**src/hdl/ssc_pkg.sv**
```systemverilog
`timescale 1ns / 1ps

package ssc_pkg;

    localparam int IN_FIELD_W      = 11;
    localparam int MODE_W          = 5;
    localparam int SCALE_W         = 24;
    localparam int SCALE_FRAC_BITS = 16;
    localparam int INT_W           = 16;
    localparam int OUT_W           = 13;
    localparam int Q_W             = 11;
    localparam int P_W             = 13;
    localparam int NUM_W           = P_W + SCALE_FRAC_BITS;
    localparam int DEN_W           = SCALE_W + Q_W;
    localparam int SAT_SH          = SCALE_FRAC_BITS - Q_W;
    localparam int DIV_LANES       = 3;
    localparam int CFG_ADDR_W      = 1;

    localparam int LANE_SX  = 0;
    localparam int LANE_SY  = 1;
    localparam int LANE_SY2 = 2;

    localparam int MODE_SPLIT   = 0;
    localparam int MODE_PRECISE = 1;
    localparam int MODE_HFLIP   = 2;
    localparam int MODE_VFLIP   = 3;
    localparam int MODE_SCALED  = 4;

    localparam logic [SCALE_W-1:0] SCALE_ONE = SCALE_W'(1) << SCALE_FRAC_BITS;

    typedef enum logic [CFG_ADDR_W-1:0] {
        CFG_CANVAS_X = 1'b0,
        CFG_CANVAS_Y = 1'b1
    } cfg_idx_t;

    typedef logic signed [INT_W-1:0] coord_t;
    typedef logic [IN_FIELD_W-1:0]   dim_t;
    typedef logic signed [OUT_W-1:0] ocoord_t;

    // packed so that dest_x sits in the lowest bits
    typedef struct packed {
        logic [SCALE_W-1:0]    scale;
        logic [MODE_W-1:0]     mode_bits;
        dim_t                  clip_bottom;
        dim_t                  clip_top;
        dim_t                  clip_right;
        dim_t                  clip_left;
        dim_t                  src_h;
        dim_t                  src_w;
        dim_t                  dest_h;
        dim_t                  dest_w;
        logic [IN_FIELD_W-1:0] dest_y;
        logic [IN_FIELD_W-1:0] dest_x;
    } in_beat_t;

    localparam int IN_BEAT_W = $bits(in_beat_t);
    localparam int S_TDATA_W = ((IN_BEAT_W + 7) / 8) * 8;

    // packed so that out_x sits in the lowest bits
    typedef struct packed {
        logic [MODE_W-1:0] mode;
        ocoord_t           sy;
        ocoord_t           sx;
        ocoord_t           h;
        ocoord_t           w;
        ocoord_t           y;
        ocoord_t           x;
    } cmd_t;

    localparam int CMD_W     = $bits(cmd_t);
    localparam int M_TDATA_W = ((CMD_W + 7) / 8) * 8;

    typedef struct packed {
        coord_t            x;
        coord_t            y;
        coord_t            w;
        coord_t            hh;
        coord_t            ylo;
        coord_t            hlo;
        logic              split;
        logic [MODE_W-1:0] mode;
        dim_t              sw;
        dim_t              sh;
        logic              mirror;
        logic              scaled;
        coord_t            sx;
        coord_t            sy;
        coord_t            sy2;
    } side_t;

    typedef struct packed {
        logic [P_W-1:0] p;
        logic           pos;
        logic           sat;
    } lane_in_t;

    typedef struct packed {
        logic [Q_W-1:0] q;
        logic           pos;
        logic           sat;
    } lane_out_t;

    function automatic coord_t sext_f(input logic [IN_FIELD_W-1:0] v);
        return coord_t'($signed(v));
    endfunction

    function automatic coord_t zext_f(input dim_t v);
        return coord_t'({1'b0, v});
    endfunction

endpackage

```
**src/hdl/ssc_front.sv**
```systemverilog
`timescale 1ns / 1ps

module ssc_front (
    input  logic                                  clk,
    input  logic                                  rst_n,
    input  logic                                  en,
    input  logic                                  cfg_we,
    input  logic [ssc_pkg::CFG_ADDR_W-1:0]        cfg_addr,
    input  logic [ssc_pkg::IN_FIELD_W-1:0]        cfg_wdata,
    input  logic                                  in_valid,
    input  logic [ssc_pkg::S_TDATA_W-1:0]         in_data,
    output logic                                  out_valid,
    output ssc_pkg::side_t                        out_side,
    output ssc_pkg::lane_in_t [ssc_pkg::DIV_LANES-1:0] out_lane,
    output logic [ssc_pkg::SCALE_W-1:0]           out_scale
);
    import ssc_pkg::*;

    typedef struct packed {
        coord_t             x;
        coord_t             y;
        coord_t             w;
        coord_t             h;
        dim_t               sw;
        dim_t               sh;
        dim_t               cl;
        dim_t               ct;
        dim_t               cb;
        logic [MODE_W-1:0]  mode;
        logic [SCALE_W-1:0] scale;
    } stage_a_t;

    logic [IN_FIELD_W-1:0] canvas_x_reg;
    logic [IN_FIELD_W-1:0] canvas_y_reg;

    in_beat_t           beat;
    logic               a_valid_reg;
    stage_a_t           a_reg;
    stage_a_t           a_next;
    logic               b_valid_reg;
    side_t              b_reg;
    side_t              b_next;
    logic [SCALE_W-1:0] b_scale_reg;
    logic               c_valid_reg;
    side_t              c_reg;
    logic [SCALE_W-1:0] c_scale_reg;
    lane_in_t [DIV_LANES-1:0] c_lane_reg;
    lane_in_t [DIV_LANES-1:0] c_lane_next;

    always_ff @(posedge clk or negedge rst_n)
    begin
        if (!rst_n)
        begin
            canvas_x_reg <= '0;
            canvas_y_reg <= '0;
        end
        else if (cfg_we)
        begin
            unique case (cfg_idx_t'(cfg_addr))
                CFG_CANVAS_X: canvas_x_reg <= cfg_wdata;
                CFG_CANVAS_Y: canvas_y_reg <= cfg_wdata;
                default: ;
            endcase
        end
    end

    // offset and shrink by origin and margins
    always_comb
    begin
        beat         = in_beat_t'(in_data[IN_BEAT_W-1:0]);
        a_next.x     = sext_f(beat.dest_x) + sext_f(canvas_x_reg) + zext_f(beat.clip_left);
        a_next.y     = sext_f(beat.dest_y) + sext_f(canvas_y_reg) + zext_f(beat.clip_top);
        a_next.w     = zext_f(beat.dest_w) - (zext_f(beat.clip_right) + zext_f(beat.clip_left));
        a_next.h     = zext_f(beat.dest_h) - (zext_f(beat.clip_bottom) + zext_f(beat.clip_top));
        a_next.sw    = beat.src_w;
        a_next.sh    = beat.src_h;
        a_next.cl    = beat.clip_left;
        a_next.ct    = beat.clip_top;
        a_next.cb    = beat.clip_bottom;
        a_next.mode  = beat.mode_bits;
        a_next.scale = beat.scale;
    end

    // band split, even snap, flip source starts
    always_comb
    begin
        b_next.hh = a_reg.mode[MODE_SPLIT] ? (a_reg.h >>> 1) : a_reg.h;
        b_next.mode = a_reg.mode;
        if (a_reg.mode[MODE_PRECISE])
        begin
            b_next.x = a_reg.x;
            b_next.w = a_reg.w;
            if (!a_reg.x[0] && !a_reg.w[0] && !a_reg.mode[MODE_SCALED])
                b_next.mode[MODE_PRECISE] = 1'b0;
        end
        else
        begin
            b_next.x = {a_reg.x[INT_W-1:1], 1'b0};
            b_next.w = {a_reg.w[INT_W-1:1], 1'b0};
        end
        b_next.y      = a_reg.y;
        b_next.ylo    = a_reg.y + b_next.hh;
        b_next.hlo    = a_reg.h - b_next.hh;
        b_next.split  = a_reg.mode[MODE_SPLIT] && (a_reg.h > coord_t'(0));
        b_next.sw     = a_reg.sw;
        b_next.sh     = a_reg.sh;
        b_next.mirror = a_reg.mode[MODE_HFLIP] ^ a_reg.mode[MODE_VFLIP];
        b_next.scaled = a_reg.mode[MODE_SCALED];
        b_next.sx     = b_next.mirror ? (b_next.w + zext_f(a_reg.cl)) : zext_f(a_reg.cl);
        if (a_reg.mode[MODE_VFLIP])
        begin
            b_next.sy  = zext_f(a_reg.cb) + b_next.hlo;
            b_next.sy2 = zext_f(a_reg.cb);
        end
        else
        begin
            b_next.sy  = zext_f(a_reg.ct);
            b_next.sy2 = zext_f(a_reg.ct) + b_next.hh;
        end
    end

    // divider operands: nudged start, sign and overflow check
    always_comb
    begin
        coord_t                                 nudge;
        coord_t                                 t;
        coord_t                                 s [DIV_LANES];
        logic [P_W+SAT_SH-1:0]                  pw;
        nudge          = (b_scale_reg > SCALE_ONE) ? coord_t'(1) : coord_t'(0);
        s[LANE_SX]     = b_reg.sx;
        s[LANE_SY]     = b_reg.sy;
        s[LANE_SY2]    = b_reg.sy2;
        for (int l = 0; l < DIV_LANES; l++)
        begin
            t                  = s[l] + nudge;
            c_lane_next[l].pos = (t > coord_t'(0));
            c_lane_next[l].p   = t[P_W-1:0];
            pw                 = {t[P_W-1:0], {SAT_SH{1'b0}}};
            c_lane_next[l].sat = (SCALE_W'(pw) >= b_scale_reg);
        end
    end

    always_ff @(posedge clk or negedge rst_n)
    begin
        if (!rst_n)
        begin
            a_valid_reg <= 1'b0;
            b_valid_reg <= 1'b0;
            c_valid_reg <= 1'b0;
        end
        else if (en)
        begin
            a_valid_reg <= in_valid;
            b_valid_reg <= a_valid_reg;
            c_valid_reg <= b_valid_reg;
        end
    end

    always_ff @(posedge clk)
    begin
        if (en)
        begin
            a_reg       <= a_next;
            b_reg       <= b_next;
            b_scale_reg <= a_reg.scale;
            c_reg       <= b_reg;
            c_scale_reg <= b_scale_reg;
            c_lane_reg  <= c_lane_next;
        end
    end

    assign out_valid = c_valid_reg;
    assign out_side  = c_reg;
    assign out_lane  = c_lane_reg;
    assign out_scale = c_scale_reg;

endmodule

```
**src/hdl/ssc_div.sv**
```systemverilog
`timescale 1ns / 1ps

module ssc_div (
    input  logic                                   clk,
    input  logic                                   rst_n,
    input  logic                                   en,
    input  logic                                   in_valid,
    input  ssc_pkg::side_t                         in_side,
    input  ssc_pkg::lane_in_t [ssc_pkg::DIV_LANES-1:0]  in_lane,
    input  logic [ssc_pkg::SCALE_W-1:0]            in_scale,
    output logic                                   out_valid,
    output ssc_pkg::side_t                         out_side,
    output ssc_pkg::lane_out_t [ssc_pkg::DIV_LANES-1:0] out_lane
);
    import ssc_pkg::*;

    // one quotient bit per stage, msb first
    logic [Q_W-1:0]       v_reg;
    side_t                side_reg  [Q_W];
    logic [SCALE_W-1:0]   scale_reg [Q_W];
    logic [NUM_W-1:0]     rem_reg   [Q_W][DIV_LANES];
    logic [Q_W-1:0]       q_reg     [Q_W][DIV_LANES];
    logic [DIV_LANES-1:0] pos_reg   [Q_W];
    logic [DIV_LANES-1:0] sat_reg   [Q_W];

    for (genvar j = 0; j < Q_W; j++)
    begin : g_step
        localparam int BIT = Q_W - 1 - j;

        logic                 v_in;
        side_t                side_in;
        logic [SCALE_W-1:0]   scale_in;
        logic [NUM_W-1:0]     rem_in  [DIV_LANES];
        logic [Q_W-1:0]       q_in    [DIV_LANES];
        logic [DIV_LANES-1:0] pos_in;
        logic [DIV_LANES-1:0] sat_in;
        logic [NUM_W-1:0]     rem_next [DIV_LANES];
        logic [Q_W-1:0]       q_next   [DIV_LANES];

        if (j == 0)
        begin : g_first
            always_comb
            begin
                v_in     = in_valid;
                side_in  = in_side;
                scale_in = in_scale;
                for (int l = 0; l < DIV_LANES; l++)
                begin
                    rem_in[l] = {in_lane[l].p, {SCALE_FRAC_BITS{1'b0}}};
                    q_in[l]   = '0;
                    pos_in[l] = in_lane[l].pos;
                    sat_in[l] = in_lane[l].sat;
                end
            end
        end
        else
        begin : g_chain
            always_comb
            begin
                v_in     = v_reg[j-1];
                side_in  = side_reg[j-1];
                scale_in = scale_reg[j-1];
                for (int l = 0; l < DIV_LANES; l++)
                begin
                    rem_in[l] = rem_reg[j-1][l];
                    q_in[l]   = q_reg[j-1][l];
                end
                pos_in = pos_reg[j-1];
                sat_in = sat_reg[j-1];
            end
        end

        always_comb
        begin
            logic [DEN_W-1:0] d;
            logic [DEN_W-1:0] r;
            d = DEN_W'(scale_in) << BIT;
            for (int l = 0; l < DIV_LANES; l++)
            begin
                r = DEN_W'(rem_in[l]);
                if (r >= d)
                begin
                    rem_next[l] = NUM_W'(r - d);
                    q_next[l]   = q_in[l] | (Q_W'(1) << BIT);
                end
                else
                begin
                    rem_next[l] = rem_in[l];
                    q_next[l]   = q_in[l];
                end
            end
        end

        always_ff @(posedge clk or negedge rst_n)
        begin
            if (!rst_n)
                v_reg[j] <= 1'b0;
            else if (en)
                v_reg[j] <= v_in;
        end

        always_ff @(posedge clk)
        begin
            if (en)
            begin
                side_reg[j]  <= side_in;
                scale_reg[j] <= scale_in;
                pos_reg[j]   <= pos_in;
                sat_reg[j]   <= sat_in;
                for (int l = 0; l < DIV_LANES; l++)
                begin
                    rem_reg[j][l] <= rem_next[l];
                    q_reg[j][l]   <= q_next[l];
                end
            end
        end
    end

    assign out_valid = v_reg[Q_W-1];
    assign out_side  = side_reg[Q_W-1];

    for (genvar l = 0; l < DIV_LANES; l++)
    begin : g_out
        assign out_lane[l].q   = q_reg[Q_W-1][l];
        assign out_lane[l].pos = pos_reg[Q_W-1][l];
        assign out_lane[l].sat = sat_reg[Q_W-1][l];
    end

endmodule

```
**src/hdl/ssc_back.sv**
```systemverilog
`timescale 1ns / 1ps

module ssc_back #(
    parameter int COORD_WIDTH = 13
) (
    input  logic                                   clk,
    input  logic                                   rst_n,
    input  logic                                   in_valid,
    input  ssc_pkg::side_t                         in_side,
    input  ssc_pkg::lane_out_t [ssc_pkg::DIV_LANES-1:0] in_lane,
    output logic                                   en,
    output logic                                   m_tvalid,
    input  logic                                   m_tready,
    output logic [ssc_pkg::M_TDATA_W-1:0]          m_tdata,
    output logic                                   m_tuser,
    output logic                                   m_tlast
);
    import ssc_pkg::*;

    localparam int WRAP_SH = INT_W - COORD_WIDTH;

    function automatic coord_t lane_val(input lane_out_t l, input coord_t raw,
                                        input dim_t lim, input logic scaled);
        coord_t r;
        if (!scaled)
            r = raw;
        else if (!l.pos)
            r = '0;
        else if (l.sat || (dim_t'(l.q) > lim))
            r = zext_f(lim);
        else
            r = zext_f(dim_t'(l.q));
        return r;
    endfunction

    function automatic ocoord_t wrap_f(input coord_t v);
        coord_t t;
        t = v <<< WRAP_SH;
        t = t >>> WRAP_SH;
        return t[OUT_W-1:0];
    endfunction

    logic   hold_valid_reg;
    logic   second_reg;
    cmd_t   lo_reg;
    cmd_t   hi_reg;
    cmd_t   lo_next;
    cmd_t   hi_next;
    cmd_t   cur;
    logic   take;

    // clamp, mirror and build both band commands
    always_comb
    begin
        coord_t sx;
        coord_t sy;
        coord_t sy2;
        sx  = lane_val(in_lane[LANE_SX], in_side.sx, in_side.sw, in_side.scaled);
        sy  = lane_val(in_lane[LANE_SY], in_side.sy, in_side.sh, in_side.scaled);
        sy2 = lane_val(in_lane[LANE_SY2], in_side.sy2, in_side.sh, in_side.scaled);
        if (in_side.mirror)
            sx = zext_f(in_side.sw) - sx;

        hi_next.x    = wrap_f(in_side.x);
        hi_next.y    = wrap_f(in_side.y);
        hi_next.w    = wrap_f(in_side.w);
        hi_next.h    = wrap_f(in_side.hh);
        hi_next.sx   = wrap_f(sx);
        hi_next.sy   = wrap_f(sy);
        hi_next.mode = in_side.mode;

        lo_next      = hi_next;
        lo_next.y    = wrap_f(in_side.ylo);
        lo_next.h    = wrap_f(in_side.hlo);
        lo_next.sy   = wrap_f(sy2);
    end

    assign take = !hold_valid_reg || (m_tready && !second_reg);
    assign en   = take || !in_valid;

    always_ff @(posedge clk or negedge rst_n)
    begin
        if (!rst_n)
        begin
            hold_valid_reg <= 1'b0;
            second_reg     <= 1'b0;
        end
        else if (take)
        begin
            hold_valid_reg <= in_valid;
            second_reg     <= in_valid && in_side.split;
        end
        else if (m_tready)
        begin
            second_reg <= 1'b0;
        end
    end

    always_ff @(posedge clk)
    begin
        if (take)
        begin
            lo_reg <= lo_next;
            hi_reg <= hi_next;
        end
    end

    assign cur      = second_reg ? lo_reg : hi_reg;
    assign m_tvalid = hold_valid_reg;
    assign m_tdata  = {{(M_TDATA_W-CMD_W){1'b0}}, cur};
    assign m_tuser  = second_reg;
    assign m_tlast  = !second_reg;

endmodule

```
**src/hdl/sprite_clip_source_setup.sv**
```systemverilog
`timescale 1ns / 1ps
// sprite clip and source setup for the blitter
// input stream: one beat per sprite; s_tdata carries the destination rectangle,
//   source size, four clip margins, mode bits and an 8.16 scale
// output stream: one command per beat; a split sprite with a positive clipped
//   height gives two beats, the lower band first (tuser high), then the upper
//   band (tlast high); any other sprite gives one beat with tlast high
// config port: cfg_we writes cfg_wdata into the canvas origin selected by
//   cfg_addr (0 horizontal, 1 vertical); write only while the block is idle
// path: a sprite beat that is taken passes three setup stages, eleven divider
//   stages and one output register before its first command leaves
// throughput: one sprite per cycle while m_tready is high; a split sprite holds
//   the output register for both its commands, the output port carrying one command a cycle
// the source divide runs as a pipeline with one quotient bit per stage
// reset: canvas origin goes to zero and the pipeline empties
// stall: with m_tready low the finished command waits in the output register
//   and the pipeline keeps moving into its empty stages; s_tready drops only
//   when a sprite is waiting at the end of the pipeline behind that register
module sprite_clip_source_setup #(
    parameter int COORD_WIDTH = 13
) (
    input  logic                                  clk,
    input  logic                                  rst_n,
    input  logic                                  cfg_we,
    input  logic [ssc_pkg::CFG_ADDR_W-1:0]        cfg_addr,
    input  logic [ssc_pkg::IN_FIELD_W-1:0]        cfg_wdata,
    input  logic                                  s_tvalid,
    output logic                                  s_tready,
    // dest_x, dest_y, dest_w, dest_h, src_w, src_h, clip_left, clip_right,
    // clip_top, clip_bottom, mode_bits, scale
    input  logic [ssc_pkg::S_TDATA_W-1:0]         s_tdata,
    output logic                                  m_tvalid,
    input  logic                                  m_tready,
    // out_x, out_y, out_w, out_h, src_start_x, src_start_y, out_mode
    output logic [ssc_pkg::M_TDATA_W-1:0]         m_tdata,
    // for_second_core
    output logic                                  m_tuser,
    output logic                                  m_tlast
);
    import ssc_pkg::*;

    logic                     en;
    logic                     fr_valid;
    side_t                    fr_side;
    lane_in_t [DIV_LANES-1:0] fr_lane;
    logic [SCALE_W-1:0]       fr_scale;
    logic                      dv_valid;
    side_t                     dv_side;
    lane_out_t [DIV_LANES-1:0] dv_lane;

    ssc_front u_front (
        .clk       (clk),
        .rst_n     (rst_n),
        .en        (en),
        .cfg_we    (cfg_we),
        .cfg_addr  (cfg_addr),
        .cfg_wdata (cfg_wdata),
        .in_valid  (s_tvalid),
        .in_data   (s_tdata),
        .out_valid (fr_valid),
        .out_side  (fr_side),
        .out_lane  (fr_lane),
        .out_scale (fr_scale)
    );

    ssc_div u_div (
        .clk       (clk),
        .rst_n     (rst_n),
        .en        (en),
        .in_valid  (fr_valid),
        .in_side   (fr_side),
        .in_lane   (fr_lane),
        .in_scale  (fr_scale),
        .out_valid (dv_valid),
        .out_side  (dv_side),
        .out_lane  (dv_lane)
    );

    ssc_back #(
        .COORD_WIDTH (COORD_WIDTH)
    ) u_back (
        .clk      (clk),
        .rst_n    (rst_n),
        .in_valid (dv_valid),
        .in_side  (dv_side),
        .in_lane  (dv_lane),
        .en       (en),
        .m_tvalid (m_tvalid),
        .m_tready (m_tready),
        .m_tdata  (m_tdata),
        .m_tuser  (m_tuser),
        .m_tlast  (m_tlast)
    );

    assign s_tready = en;

    // lower band beat is always followed by the upper band of the same sprite
    a_band_order : assert property (@(posedge clk) disable iff (!rst_n)
        (m_tvalid && m_tready && m_tuser) |=> (m_tvalid && m_tlast && !m_tuser))
        else $error("lower band not followed by upper band");

    // both bands of a sprite share the clipped width
    a_band_width : assert property (@(posedge clk) disable iff (!rst_n)
        (m_tvalid && m_tready && m_tuser) |=> (m_tdata[38:26] == $past(m_tdata[38:26])))
        else $error("band widths differ");

    // input only backs up behind a held command
    a_stall_cause : assert property (@(posedge clk) disable iff (!rst_n)
        !s_tready |-> m_tvalid)
        else $error("input stalled with empty output register");

endmodule
```
**config.mk**
```make
export PLATFORM = sky130hd
export DESIGN_NAME = sprite_clip_source_setup
export DESIGN_NICKNAME = d
export VERILOG_FILES = /design/src/hdl/ssc_pkg.sv /design/src/hdl/ssc_front.sv /design/src/hdl/ssc_div.sv /design/src/hdl/ssc_back.sv /design/src/hdl/sprite_clip_source_setup.sv
export SDC_FILE = /design/constraint.sdc
export NUM_CORES = 2
export LEC_CHECK = 0
export BUFFER_PORTS_ARGS = -buffer_cell sky130_fd_sc_hd__buf_2
export CORE_MARGIN = 3
export CORE_UTILIZATION = 45
export DETAILED_ROUTE_END_ITERATION = 7
export PLACE_DENSITY = 0.69
export SLEW_MARGIN = 40
export SYNTH_ARGS = -nofsm -noshare
export SYNTH_HDL_FRONTEND = slang
export SYNTH_SLANG_ARGS = --single-unit
```
**constraint.sdc**
```tcl
create_clock -name clk -period 149.7 [get_ports clk]
set_input_delay 29.94 -clock clk [delete_from_list [all_inputs] [get_ports clk]]
set_output_delay 29.94 -clock clk [all_outputs]
set_load 0.01 [all_outputs]
```
==> summary.txt <==
Cells and area
  • Nets: 12.9k
  • Fill count: 28.8k
  • Commonest non-fill, non-tap cell in the layout: edfxtp_1
  • Most frequent cells in the layout: edfxtp_1, ha_1, a21oi_1
  • Share of layout cells above drive strength 1: 10.5%
  • Max reg flops: 1606
  • Synth-to-Final Area Change: 11.9%
  • Fin util: 50.8%

STA
  • Clock Skew: 0.0908 ns
  • Final Cycle Share: 41.2%
  • Measured slew at the worst slew-check pin: 0.918 ns
  • Hold Fails Final Rpt: 0
  • Setup Viol. Count Final: 0
  • Slew HR: 38.3%
  • Final Max Tran Viols: 0
  • Final TNS setup: 0 ns
  • Achievable Freq: 16.2 MHz
  • RSZ-0062 raised after global routing: no
  • Tmin final: 61.71 ns

GRT
  • GRT Util Overall: 20.3%
  • Largest net degree at the start of global routing: 169
  • Number of antenna violations at the first check in global routing: 20
  • Global route total overflow: 0
  • First-pass GRT wire length: 560 mm
  • Number of global-route vias before repair: 91.0k

Min path
  • Min-Delay Path Depth: 0
  • Worst hold endpoint: u_div.q_reg[6][18]
  • Min-delay src: u_div.q_reg[5][18]
  • HP Class: reg2reg

Placed design
  • Post-DP HPWL: 283 mm
  • IO Port Bufs: 242
  • Final GP Congestion: 0.952

Clocking
  • Setup Fix Bufs, Post-CTS: 0
  • CTS tree: built
  • CTS Buf Count: 357
  • Hold Buf Count CTS: 0
  • Maximum clock path buffer count: 4
  • Clk_lat worst skew: 0.95 ns
  • TritonCTS Sinks: 3511
  • CTS root buf: clkbuf_16
  • Clk slew on worst S/H paths: 0.06 ns
  • Post_cts resized: 0
  • H-tree levels: 5

Worst setup path
  • Cell family with most CP delay: buffers and inverters
  • Crit path buffers/inverters: 5
  • Max incr delay on CP: 0.51 ns
  • Crit Path Max Fanout: 52
  • R2R Setup Slk: 141.68 ns
  • CP max stage cell: nand2_4
  • Reg2reg end: u_div.rem_reg[2][67]
  • FF-to-FF path depth: 14
  • Kind of critical path: in2out
  • Crit start category: primary input
  • Data arrival, critical path: 31.77 ns
  • CP Cell Sequence: buf_2, inv_1, o21ai_4, buf_6, inv_1, nand2_4, buf_2
  • Worst Path Required: 119.76 ns
  • CP endpoint kind: output pin
  • Worst R2R Start: u_back.m_tuser

Floorplan
  • Ports: 253
  • Die X: 600 um
  • Rows: 217
  • Die span in y: 600 um
  • Core area: 0.351 mm2
  • Initial Util: 45.4%
  • Die area: 0.360 mm2

Outcome
  • Status: finished clean

Routing
  • Final ANT Viol Nets: 0
  • DR pass1 iterations: 5
  • Detailed-route wire length per cell: 22.5 um
  • Routed WL: 377 mm
  • # DRC: 0
  • Total number of vias: 91.3k
  • Violation count after the first detailed-route iteration: 7345
  • Vias/cell: 5.47

Synth
  • EDFF count, synth: 3473
  • Seq/Total Area, Yosys: 66.2%
  • Yosys warns: 0
  • Mapped Area: 0.159 mm2
  • Mapped Cells: 11.2k
  • Asr flop ratio synth: 1.08%
  • Prevailing post-synth register cell: edfxtp_1
  • Yosys reg bits: 3511
  • Syn Area/Cell: 14.2 um2
  • Distinct cells, synth: 109

Job
  • Max-cap violations: 0
==> synth_stat cells, drive strengths merged, types with 115 or more instances <==
cell,instances,area share (%)
xnor2,426,2.3
xor2,235,1.3
nor2b,143,0.56
ha,965,7.6
nand2b,115,0.45
nand3,201,0.63
edfxtp,3473,66
o21a,130,0.61
nor2,631,1.5
o21ai,581,1.8
inv,626,1.5
a21o,329,1.6
nand2,581,1.4
a21oi,731,2.3
nor3,162,0.52
mux2,330,2.4
==> how the worst max path moves through the flow <==
| stage | depth (start not counted) | end | slack (ns) | start |
|---|---|---|---|---|
| after global routing | 7 | s_tready | 87.78 | m_tready |
| after CTS | 7 | s_tready | 87.70 | m_tready |
| after global placement | 7 | s_tready | 87.75 | m_tready |
| after detailed placement | 7 | s_tready | 87.70 | m_tready |
| after floorplan | 5 | s_tready | 39.29 | m_tready |
| final | 7 | s_tready | 87.99 | m_tready |
==> metal layers <==
metal	global-route usage, %	wire, um	share of wire [%]	vias up
li1	-	-	-	43600
met4	8.10	15800	4.2	2
met3	2.41	16700	4.4	644
met1	27.3	164000	44	44800
met2	33.7	180000	48	2290
met5	0	13	0.0035	-
==> worst register-to-register path, cell delays in order, from the launching register on <==
cell     delay (ns)
dfrtp_2        0.42
o21ai_4        0.16
buf_6          0.47
inv_1          0.19
nand2_4        0.51
buf_4          0.73
buf_12         0.34
buf_16         0.36
buf_16         0.42
buf_6          0.67
buf_6          0.71
buf_6          0.69
buf_4          0.62
buf_6          0.57
buf_4          0.69
==> cell families (layout without fill, tap and decap cells) <==
logic type / after synthesis / after routing / synth area share [%]
multiplexers: 399 / 399 / 2.79
XOR/XNOR: 661 / 661 / 3.64
AO/OA/AOI/OAI: 2511 / 2511 / 10.1
adder cells (fa/ha/maj): 1006 / 1006 / 8.11
AND/OR/NAND/NOR: 2298 / 2298 / 6.99
buffers and inverters: 845 / 1613 / 2.15
other: 1 / 7 / 0.00236
flip-flops: 3511 / 3511 / 66.2
==> metrics by stage <==
step / setup WS, ns / cell area, um2 / cells / hold slack, ns
final: 87.99 / 178000 / 16700 / 0.348
after global routing: 87.78 / 178000 / 16700 / 0.357
after CTS: 87.70 / 178000 / 16700 / 0.344
after detailed placement: 87.70 / 166000 / 16100 / 0.405
after global placement: 87.75 / 166000 / 16100 / 0.401
after floorplan: 39.29 / 159000 / 11200 / 0.400
==> layout make-up <==
class	instances	area [um2]	share of cell area (%)
timing repair buffer	337	2290	1.29
multi-input combinational	6880	50600	28.5
clock buffer	422	9240	5.19
sequential	3511	105000	59.2
inverter	627	2350	1.32
antenna	2	5.00	0.00281
tap	4708	5890	3.31
clock inverter	227	2250	1.26
Power is not shown: default switching activity piles up to over one toggle a cycle in this logic, so the estimate is an artifact.
